File: src/hw/rtl/assert_macros.svh
// ----------------------------------------------------------------------------
// Assertion macros
// Shared wrappers for concurrent assertions used in the RTL.
// ----------------------------------------------------------------------------
`ifndef ASSERT_MACROS_SVH
`define ASSERT_MACROS_SVH

// Same-cycle implication, disabled while reset is asserted.
`define ASSERT_IMP(label, clk, rst_n, ante, cons, msg) \
    label: assert property (@(posedge clk) disable iff (!(rst_n)) (ante) |-> (cons)) \
        else $error(msg);

// Next-cycle implication, disabled while reset is asserted.
`define ASSERT_NEXT(label, clk, rst_n, ante, cons, msg) \
    label: assert property (@(posedge clk) disable iff (!(rst_n)) (ante) |=> (cons)) \
        else $error(msg);

`endif

File: src/hw/rtl/spq_pkg.sv
// ----------------------------------------------------------------------------
// spq_pkg
// Shared constants and types of the sorted priority queue.
// ----------------------------------------------------------------------------
`timescale 1ns / 1ps

package spq_pkg;

    localparam int VALUE_W       = 32;
    localparam int COUNT_OUT_W   = 5;
    localparam int DEPTH_DEFAULT = 16;

    localparam logic KIND_PUSH = 1'b0;
    localparam logic KIND_POP  = 1'b1;

    typedef logic signed [VALUE_W-1:0] t_value;

    // Commands from the controller to the datapath.
    typedef struct packed {
        logic accept;
        logic push;
        logic pop;
        logic reject;
        logic load;
    } t_cmd;

    // Status from the datapath to the controller.
    typedef struct packed {
        logic full;
        logic empty;
    } t_status;

endpackage

File: src/hw/rtl/sorted_priority_queue.sv
// After an item is accepted, the controller enters its load state, where the result
// register is loaded once no older result still waits at the output.
// The controller takes a new item only in its idle state: it updates the sorted cells
// on accept and does not take another item before the result register is loaded.
// Reset (i_rst_n low, synchronous) empties the queue and drops any result;
// stored values are left as they are and are never read before being written.
// ----------------------------------------------------------------------------
// sorted_priority_queue
// Bounded queue kept in ascending order with push and pop-smallest items.
// ----------------------------------------------------------------------------
`timescale 1ns / 1ps
`include "assert_macros.svh"

module sorted_priority_queue #(
    parameter int DEPTH = spq_pkg::DEPTH_DEFAULT
) (
    input  logic                            i_clk,
    input  logic                            i_rst_n,
    input  logic                            i_valid,
    output logic                            o_ready,
    input  logic                            i_kind,
    input  spq_pkg::t_value                 i_new_value,
    output logic                            o_valid,
    input  logic                            i_ready,
    output spq_pkg::t_value                 o_head_value,
    output spq_pkg::t_value                 o_tail_value,
    output logic [spq_pkg::COUNT_OUT_W-1:0] o_entry_count,
    output logic                            o_is_empty,
    output logic                            o_rejected
);
    import spq_pkg::*;

    localparam int CW = $clog2(DEPTH + 1);

    t_cmd          cmd;
    t_status       status;
    logic [CW-1:0] count;
    logic          empty_marked;
    logic          head_le_tail;
    logic          filled_result;

    spq_ctrl u_ctrl (
        .i_clk    (i_clk),
        .i_rst_n  (i_rst_n),
        .i_valid  (i_valid),
        .o_ready  (o_ready),
        .i_kind   (i_kind),
        .o_valid  (o_valid),
        .i_ready  (i_ready),
        .i_status (status),
        .o_cmd    (cmd)
    );

    spq_datapath #(
        .DEPTH (DEPTH)
    ) u_datapath (
        .i_clk         (i_clk),
        .i_rst_n       (i_rst_n),
        .i_cmd         (cmd),
        .i_new_value   (i_new_value),
        .o_status      (status),
        .o_count       (count),
        .o_head_value  (o_head_value),
        .o_tail_value  (o_tail_value),
        .o_entry_count (o_entry_count),
        .o_is_empty    (o_is_empty),
        .o_rejected    (o_rejected)
    );

    assign empty_marked  = (o_head_value == '1) && (o_tail_value == '1) &&
                           (o_entry_count == '0);
    assign head_le_tail  = (o_head_value <= o_tail_value);
    assign filled_result = o_valid && !o_is_empty;

    `ASSERT_IMP(a_count_bound, i_clk, i_rst_n, 1'b1, count <= CW'(DEPTH), "count above depth")
    `ASSERT_NEXT(a_one_in_flight, i_clk, i_rst_n, i_valid && o_ready, !o_ready, "item overlap")
    `ASSERT_IMP(a_empty_marks, i_clk, i_rst_n, o_valid && o_is_empty, empty_marked, "empty unmarked")
    `ASSERT_IMP(a_head_le_tail, i_clk, i_rst_n, filled_result, head_le_tail, "head above tail")

endmodule

File: src/hw/rtl/spq_ctrl.sv
// ----------------------------------------------------------------------------
// spq_ctrl
// Two-state controller: updates the queue on accept, then loads the result.
// ----------------------------------------------------------------------------
`timescale 1ns / 1ps

module spq_ctrl (
    input  logic            i_clk,
    input  logic            i_rst_n,
    input  logic            i_valid,
    output logic            o_ready,
    input  logic            i_kind,
    output logic            o_valid,
    input  logic            i_ready,
    input  spq_pkg::t_status i_status,
    output spq_pkg::t_cmd   o_cmd
);
    import spq_pkg::*;

    typedef enum logic [1:0] {
        S_IDLE = 2'b01,
        S_LOAD = 2'b10
    } t_state;

    t_state r_state, n_state;
    logic   r_out_valid, n_out_valid;
    logic   accept;
    logic   load;

    assign o_ready = (r_state == S_IDLE);
    assign accept  = i_valid && o_ready;
    assign load    = (r_state == S_LOAD) && (!r_out_valid || i_ready);

    always_comb begin
        o_cmd        = '0;
        o_cmd.accept = accept;
        o_cmd.load   = load;
        if (accept) begin
            if (i_kind == KIND_PUSH) begin
                o_cmd.push   = !i_status.full;
                o_cmd.reject = i_status.full;
            end else begin
                o_cmd.pop    = !i_status.empty;
                o_cmd.reject = i_status.empty;
            end
        end
    end

    always_comb begin
        n_state = r_state;
        case (r_state)
            S_IDLE: begin
                if (accept) begin
                    n_state = S_LOAD;
                end
            end
            S_LOAD: begin
                if (load) begin
                    n_state = S_IDLE;
                end
            end
            default: n_state = S_IDLE;
        endcase
    end

    always_comb begin
        n_out_valid = r_out_valid;
        if (load) begin
            n_out_valid = 1'b1;
        end else if (r_out_valid && i_ready) begin
            n_out_valid = 1'b0;
        end
    end

    always_ff @(posedge i_clk) begin
        if (!i_rst_n) begin
            r_state     <= S_IDLE;
            r_out_valid <= 1'b0;
        end else begin
            r_state     <= n_state;
            r_out_valid <= n_out_valid;
        end
    end

    assign o_valid = r_out_valid;

endmodule

File: src/hw/rtl/spq_datapath.sv
// ----------------------------------------------------------------------------
// spq_datapath
// Row of sorted cells with parallel compare, tail register and result register.
// ----------------------------------------------------------------------------
`timescale 1ns / 1ps

module spq_datapath #(
    parameter int DEPTH = spq_pkg::DEPTH_DEFAULT
) (
    input  logic                              i_clk,
    input  logic                              i_rst_n,
    input  spq_pkg::t_cmd                     i_cmd,
    input  spq_pkg::t_value                   i_new_value,
    output spq_pkg::t_status                  o_status,
    output logic [$clog2(DEPTH+1)-1:0]        o_count,
    output spq_pkg::t_value                   o_head_value,
    output spq_pkg::t_value                   o_tail_value,
    output logic [spq_pkg::COUNT_OUT_W-1:0]   o_entry_count,
    output logic                              o_is_empty,
    output logic                              o_rejected
);
    import spq_pkg::*;

    localparam int CW = $clog2(DEPTH + 1);

    t_value          r_entry [DEPTH];
    t_value          n_entry [DEPTH];
    logic [DEPTH-1:0] lt;
    logic [CW-1:0]   r_count, n_count;
    t_value          r_tail, n_tail;
    logic            r_rej;
    t_value          r_head_out, r_tail_out;
    logic [COUNT_OUT_W-1:0] r_count_out;
    logic            r_empty_out, r_rej_out;
    logic [31:0]     count_wide;
    logic            is_empty_now;

    // A cell holds a value that the new item must go in front of.
    // Equal values do not qualify, so a new item lands behind them.
    for (genvar i = 0; i < DEPTH; i++) begin : g_cell
        t_value from_prev;
        logic   sel;

        assign lt[i] = (CW'(i) < r_count) && (i_new_value < r_entry[i]);
        assign sel   = lt[i] || (CW'(i) == r_count);

        if (i == 0) begin : g_first
            assign from_prev = i_new_value;
        end else begin : g_rest
            assign from_prev = lt[i-1] ? r_entry[i-1] : i_new_value;
        end

        always_comb begin
            n_entry[i] = r_entry[i];
            if (i_cmd.push && sel) begin
                n_entry[i] = from_prev;
            end else if (i_cmd.pop) begin
                if (i < DEPTH - 1) begin
                    n_entry[i] = r_entry[(i < DEPTH - 1) ? i + 1 : i];
                end
            end
        end

        always_ff @(posedge i_clk) begin
            r_entry[i] <= n_entry[i];
        end
    end

    always_comb begin
        n_count = r_count;
        n_tail  = r_tail;
        if (i_cmd.push) begin
            n_count = r_count + CW'(1);
            if (lt == '0) begin
                n_tail = i_new_value;
            end
        end else if (i_cmd.pop) begin
            n_count = r_count - CW'(1);
        end
    end

    assign is_empty_now = (r_count == '0);
    assign count_wide   = 32'(r_count);

    always_ff @(posedge i_clk) begin
        if (!i_rst_n) begin
            r_count <= '0;
        end else begin
            r_count <= n_count;
        end
    end

    always_ff @(posedge i_clk) begin
        r_tail <= n_tail;
        if (i_cmd.accept) begin
            r_rej <= i_cmd.reject;
        end
        if (i_cmd.load) begin
            r_head_out  <= is_empty_now ? '1 : r_entry[0];
            r_tail_out  <= is_empty_now ? '1 : r_tail;
            r_count_out <= count_wide[COUNT_OUT_W-1:0];
            r_empty_out <= is_empty_now;
            r_rej_out   <= r_rej;
        end
    end

    assign o_status.full  = (r_count == CW'(DEPTH));
    assign o_status.empty = is_empty_now;
    assign o_count        = r_count;
    assign o_head_value   = r_head_out;
    assign o_tail_value   = r_tail_out;
    assign o_entry_count  = r_count_out;
    assign o_is_empty     = r_empty_out;
    assign o_rejected     = r_rej_out;

endmodule

File: config.mk
export PLATFORM = sky130hd
export DESIGN_NAME = sorted_priority_queue
export DESIGN_NICKNAME = d
export VERILOG_FILES = /design/src/hw/rtl/spq_pkg.sv /design/src/hw/rtl/sorted_priority_queue.sv /design/src/hw/rtl/spq_ctrl.sv /design/src/hw/rtl/spq_datapath.sv
export VERILOG_INCLUDE_DIRS = /design/src /design/src/hw/rtl
export SDC_FILE = /design/constraint.sdc
export NUM_CORES = 2
export LEC_CHECK = 0
export BUFFER_PORTS_ARGS = -buffer_cell sky130_fd_sc_hd__buf_4
export CAP_MARGIN = 20
export CELL_PAD_IN_SITES_DETAIL_PLACEMENT = 0
export CELL_PAD_IN_SITES_GLOBAL_PLACEMENT = 1
export CORE_MARGIN = 3
export CORE_UTILIZATION = 55
export DETAILED_ROUTE_END_ITERATION = 12
export PLACE_DENSITY = 0.95
export SLEW_MARGIN = 10
export SYNTH_ARGS = -nofsm -noshare
export SYNTH_HDL_FRONTEND = slang
export SYNTH_SLANG_ARGS = --single-unit
File: constraint.sdc
create_clock -name i_clk -period 14.45 [get_ports i_clk]
set_clock_uncertainty 0.1 [all_clocks]
set_input_delay 2.1675 -clock i_clk [delete_from_list [all_inputs] [get_ports i_clk]]
set_output_delay 2.1675 -clock i_clk [all_outputs]
set_load 0.01 [all_outputs]
# Word level (Yosys, flattened, before mapping)
# Memory sizes are Yosys's and may differ from the RTL's.
# Index checks and enable logic that the tools add are counted.
word_totals:
  ff_bits: 112
  mem_bits_rw: 512
  input_bits: 37
  output_inout_bits: 73
  word_cells: 183
  mem_count: 1
mem_list:
  columns: ["memory", "words", "width", "read_ports", "rd_ports_with_merged_regs", "write_ports", "line", "rtl"]
  rows:
  - ["u_datapath.r_entry", 16, 32, 16, 0, 16, "spq_datapath.sv:26", "t_value r_entry [DEPTH];"]
classes:
  addsub: 2
  magnitude_cmp: 32
  eq_ne: 20
  mux: 57
  reduce_logical: 61
op_table:
  columns: ["op", "n"]
  rows:
  - ["32-bit 2-to-1 mux", 46]
  - ["32-bit < comparator", 16]
  - ["4-bit by 5-bit equality test with 1-bit output, first input constant", 8]
  - ["4-bit by 5-bit < comparator with 1-bit output, first input constant", 8]
  - ["1-bit logical AND", 35]
  - ["3-bit by 5-bit equality test with 1-bit output, first input constant", 4]
  - ["3-bit by 5-bit < comparator with 1-bit output, first input constant", 4]
  - ["1-bit logical OR", 17]
  - ["16-bit zero test", 1]
  - ["2-bit by 5-bit equality test with 1-bit output, first input constant", 2]
  - ["1-bit by 5-bit < comparator with 1-bit output, first input constant", 2]
  - ["2-bit by 5-bit < comparator with 1-bit output, first input constant", 2]
  - ["5-bit 2-to-1 mux", 2]
  - ["5-bit by 1-bit adder with 5-bit output, second input constant", 1]
  - ["1-bit by 5-bit equality test with 1-bit output, first input constant", 1]
  - ["5-bit equality test, second input constant", 1]
  - ["5-bit zero test", 1]
  - ["1-bit 2-to-1 mux", 5]
  - ["5-bit by 1-bit subtractor with 5-bit output, second input constant", 1]
  - ["2-bit 2-to-1 mux", 2]
  - ["2-bit one-hot mux with 2 select lines", 1]
  - ["2-bit AND reduction", 2]
  - ["2-bit nonzero test", 2]
  - ["1-bit zero test", 3]
  - ["other kinds (5)", 5]

# Longest topological paths before layout
logic_depth:
  ltp_word: 6
  ltp_mapped: 14
  depth_no_buf: 11

# Hierarchy
# From an unflattened synthesis, not the netlist that was laid out.
unflattened:
  hier_cells: 4304
  area_unflattened_um2: 42324.3
by_module_without_submodules:
  columns: ["module", "n_inst", "cells_each", "area_per_inst_um2", "seq_area_each_um2"]
  rows:
  - ["spq_datapath", 1, 4285, 42142.9, 18597.8]
  - ["spq_ctrl", 1, 19, 181.4, 60.1]

# Worst setup path before layout
# Ideal clock, no wire load.
synth_timing:
  path_type: "input to register"
  startpoint: "in i_new_value[19]"
  endpoint: "mem u_datapath.r_entry[0][32] in the netlist's numbering, enable pin"
  setup_time_ns: 0.466
  arrival_time_ns: 6.115
  required_time_ns: 13.884
  setup_slack_ns: 7.770
  stages: 9
  n_path_buf: 0
  path_cell_list: "ha_1 > a21oi_1 > o21ai_0 > o311ai_0 > a31oi_1 > nor3_1 > mux2i_2 > a21oi_1 > o21ai_0"
synth_lines:
  columns: ["element", "line", "rtl"]
  rows:
  - ["start, declared", "sorted_priority_queue.sv:22", "input spq_pkg::t_value i_new_value,"]
  - ["end, declared", "spq_datapath.sv:26", null]

# Worst setup path in the final report
layout_timing:
  startpoint: "in i_new_value[25]"
  endpoint: "reg u_datapath.r_tail[7], enable pin"
layout_between:
  elab_chain_cells: 4
  elab_cells_between_ends: 34
  cone_classes: "16 x order compare; 18 x reduce/logical"
layout_rtl:
  columns: ["element", "line", "rtl"]
  rows:
  - ["32-bit < comparator", "spq_datapath.sv:44", "assign lt[i] = (CW'(i) < r_count) && (i_new_value < r_entry[i]);"]
  - ["1-bit logical AND", "spq_datapath.sv:44", null]
  - ["16-bit zero test *", "spq_datapath.sv:74", "if (lt == '0) begin"]
  - ["2-bit AND reduction (no line) *", null, null]
  - ["end signal, assigned", "spq_datapath.sv:94", "r_tail <= n_tail;"]
  - ["end, declared", "spq_datapath.sv:30", "t_value r_tail, n_tail;"]
# Every way passes the cells marked *; elsewhere a longest branch is shown, timed or not.
# A chain may end at the register's enable or synchronous reset.

==> qor.yml <==
reg2reg_depth: 12
crit_path_start: "i_new_value[25]"
clock-sinks: 624
slowest_delay_ns: 0.83
synth_most_common_cell: "edfxtp_1"
cts_tree: "yes"
antenna_found_initial: 1
critical_path.startpoint_type: "input port"
core_um2: 75200
powerDensity_nw_per_um2: 107
gp_congestion: 0.855
synth_cell_types: 73
io_pins: 110
holdBufCountCts: 0
critPathTopFamily: "simple AND/OR/NAND/NOR gates"
grtUsageTotal: 0.257
rsz0062_at_grt: "false"
vias: 32300
portBuffers: 109
final_nets: 4905
status: "complete, no violations"
yosys-top-cells-count: "616 x edfxtp_1, 511 x inv_1, 509 x a21oi_1, 501 x ha_1, 448 x nor2_1"
worst_path_max_delay_cell: "nor2_4"
root_buffer: "clkbuf_16"
first_global_vias: 32400
synth_area_leader_cell: "edfxtp_1"
grt_start_max_net_pins: 69
grt_pass1_wl_um: 170000
crit_cells: 12
hold_path_class: "reg2reg"
cp_cell_sequence: "buf_4 -> ha_1 -> a21oi_1 -> o211ai_1 -> o41ai_1 -> o31ai_1 -> o21ai_1 -> mux2i_4 -> buf_4 -> nand2b_1 -> or4_1 -> nor2_4"
async_flop_share: 0
grt-ovfl-total: 0
drc: 0
fin_crit_ns: 6.39
timing_hold_violations_final: 0
setup.worst_path.class: "in2reg"
drt-initial-drc-count: 2504
dp_hpwl_um: 74700
whs_ns: 0.316
r2r_start: "u_datapath.r_entry[0][153]"
p_leak_nw: 19.5
yosysSeqAreaShare: 0.442
ant_nets: 0
crit_end: "u_datapath.r_tail[7]"
r2r_slack_ns: 9.63
cts_resized: 0
tightest_slew_ns: 1.14
vdd_drop_max_mv: 0.0949
first_pass_iters: 6
numCtsBuffers: 71
synth-edff-count: 616
rows: 100
syn_inst: 4344
ys.flop_type: "edfxtp_1"
cts_max_path_buffers: 3
setup-tns-final_ns: 0
synth_top_area_frac: 0.438
synthesis.nets: 4882
drive_gt1_frac: 0.0724
wl_per_cell_um: 19.3
synth_area_um2: 42200
area_delta_synth_final_pct: 9.82
crit_buf_inv: 2
fmax_mhz: 157
yosys_warnings: 0
endpoint_kind: "flop"
max_slew_margin: 0.239
synth_seq_cells: 624
htreeDepth: 3
antenna_cells: 0
arrival_ns: 6.52
die_h_um: 283
die_x_um: 283
syn_area_per_cell_um2: 9.72
clkSlewWorstSetupHoldPaths_ns: 0.06
critPathRequiredTime_ns: 14.58
worstPathMaxFanout: 65
viasPerCell: 5.94
report.final.slew_viol_count: 0
finalWirelength_um: 105000
reg2reg_to: "u_datapath.r_tail[7]"
drv_cap: 0
cts_setup_buffers: 0
clock_latency_ns: 0.63
synthTopCellsByArea: "edfxtp_1 44%, ha_1 15%, mux2i_1 9.2%"
setup_viol: 0
die_area_um2: 80100
cp_common_cell: "buf_4"
min_period_over_period: 0.442
initial_core_util: 0.561
## how the worst min path moves through the flow
stage | end | cells past startpoint | startpoint
5_1_grt | u_datapath.o_rejected | 0 | u_datapath.r_rej
6_report | u_datapath.o_rejected | 0 | u_datapath.r_rej
3_5_place_dp | u_datapath.o_rejected | 0 | u_datapath.r_rej
3_3_place_gp | u_datapath.o_rejected | 0 | u_datapath.r_rej
4_1_cts | u_datapath.o_rejected | 0 | u_datapath.r_rej
2_1_floorplan | u_datapath.o_rejected | 0 | u_datapath.r_rej
## where the power goes
| part | leakage, nW | switching (mW) | internal, mW | total, mW |
|---|---|---|---|---|
| logic | 12.8 | 0.589 | 0.322 | 0.911 |
| registers | 5.63 | 0.0672 | 2.15 | 2.22 |
| clock network | 1.10 | 0.775 | 1.05 | 1.82 |
| total | 19.5 | 1.43 | 3.52 | 4.95 |
## worst reg2reg max path, stage by stage (launching register included)
cell and delay [ns]:
edfxtp_1 0.40, inv_1 0.11, ha_1 0.24, a21oi_1 0.15
o211ai_1 0.12, o41ai_1 0.63, o31ai_1 0.18, o21ai_1 0.21
mux2i_4 0.26, buf_4 0.52, nand2b_1 0.10, or4_1 0.53
nor2_4 0.83
## metrics by stage
stage	power, mW	util	cells	setup WS [ns]	area (µm²)
global route	5.17	0.616	5441	7.74	46400
CTS	4.98	0.616	5441	8.21	46400
floorplan	2.86	-	4344	7.77	42200
finish	4.95	0.616	5441	8.06	46400
global placement	3.11	0.586	5312	7.52	44000
detailed placement	3.15	0.586	5314	7.54	44100
## sequential cells by signal (all words and copies together), names as in the netlist
register                  count
u_ctrl.r_state                2
u_datapath.o_tail_value      32
u_datapath.o_is_empty         1
u_ctrl.o_valid                1
u_datapath.r_entry          512
u_datapath.r_tail            32
u_datapath.r_rej              1
u_datapath.o_entry_count      5
u_datapath.o_rejected         1
u_datapath.o_head_value      32
u_datapath.o_count            5
## final cells by class
type / instances / area [µm²]
fillers: 6200 / 28800
multi-input cells: 2997 / 21000
flip-flops and latches: 624 / 18700
inverters: 511 / 1920
clock buffers: 90 / 1870
well taps: 1020 / 1280
repair buffers: 162 / 1230
clock inverters: 37 / 409
## layout by cell type (no fill, tap or decap), types with 6 or more instances in the layout
cell,instances
a2111oi_0,12
a211oi_1,27
a21o_1,54
a21oi_1,502
a21oi_2,12
a21oi_4,9
a221oi_1,10
a31oi_1,43
and2_1,6
and4_1,13
buf_4,160
bufinv_16,7
clkbuf_1,18
clkbuf_16,72
clkinv_1,12
clkinv_2,9
dfxtp_1,8
edfxtp_1,616
ha_1,501
inv_1,511
mux2_2,9
mux2i_1,383
nand2_1,382
nand2b_1,61
nand3_1,37
nand4_1,59
nor2_1,446
nor2b_1,9
nor3_1,25
nor3b_1,12
nor4_1,6
o211ai_1,12
o21a_1,9
o21ai_0,249
o31ai_1,7
## routing by layer
| layer | global-route usage | vias to the layer above | routed length, µm |
|---|---|---|---|
| li1 | - | 15500 | - |
| met1 | 0.342 | 15800 | 46400 |
| met2 | 0.438 | 848 | 50900 |
| met3 | 0.0356 | 149 | 5530 |
| met4 | 0.0751 | 0 | 2330 |
| met5 | 0 | - | 0 |
## kinds of logic (layout without fill, tap and decap cells)
family          Yosys count  count (layout)  synth area share
simple gates           1090            1090             0.112
compound gates         1006            1006             0.135
xor+xnor                  4               4          0.000830
mux                     396             396            0.0943
flops                   624             624             0.442
fa+ha+maj               501             501             0.149
buf+inv                 723             800            0.0671
Power figures use the tool's default switching activity.
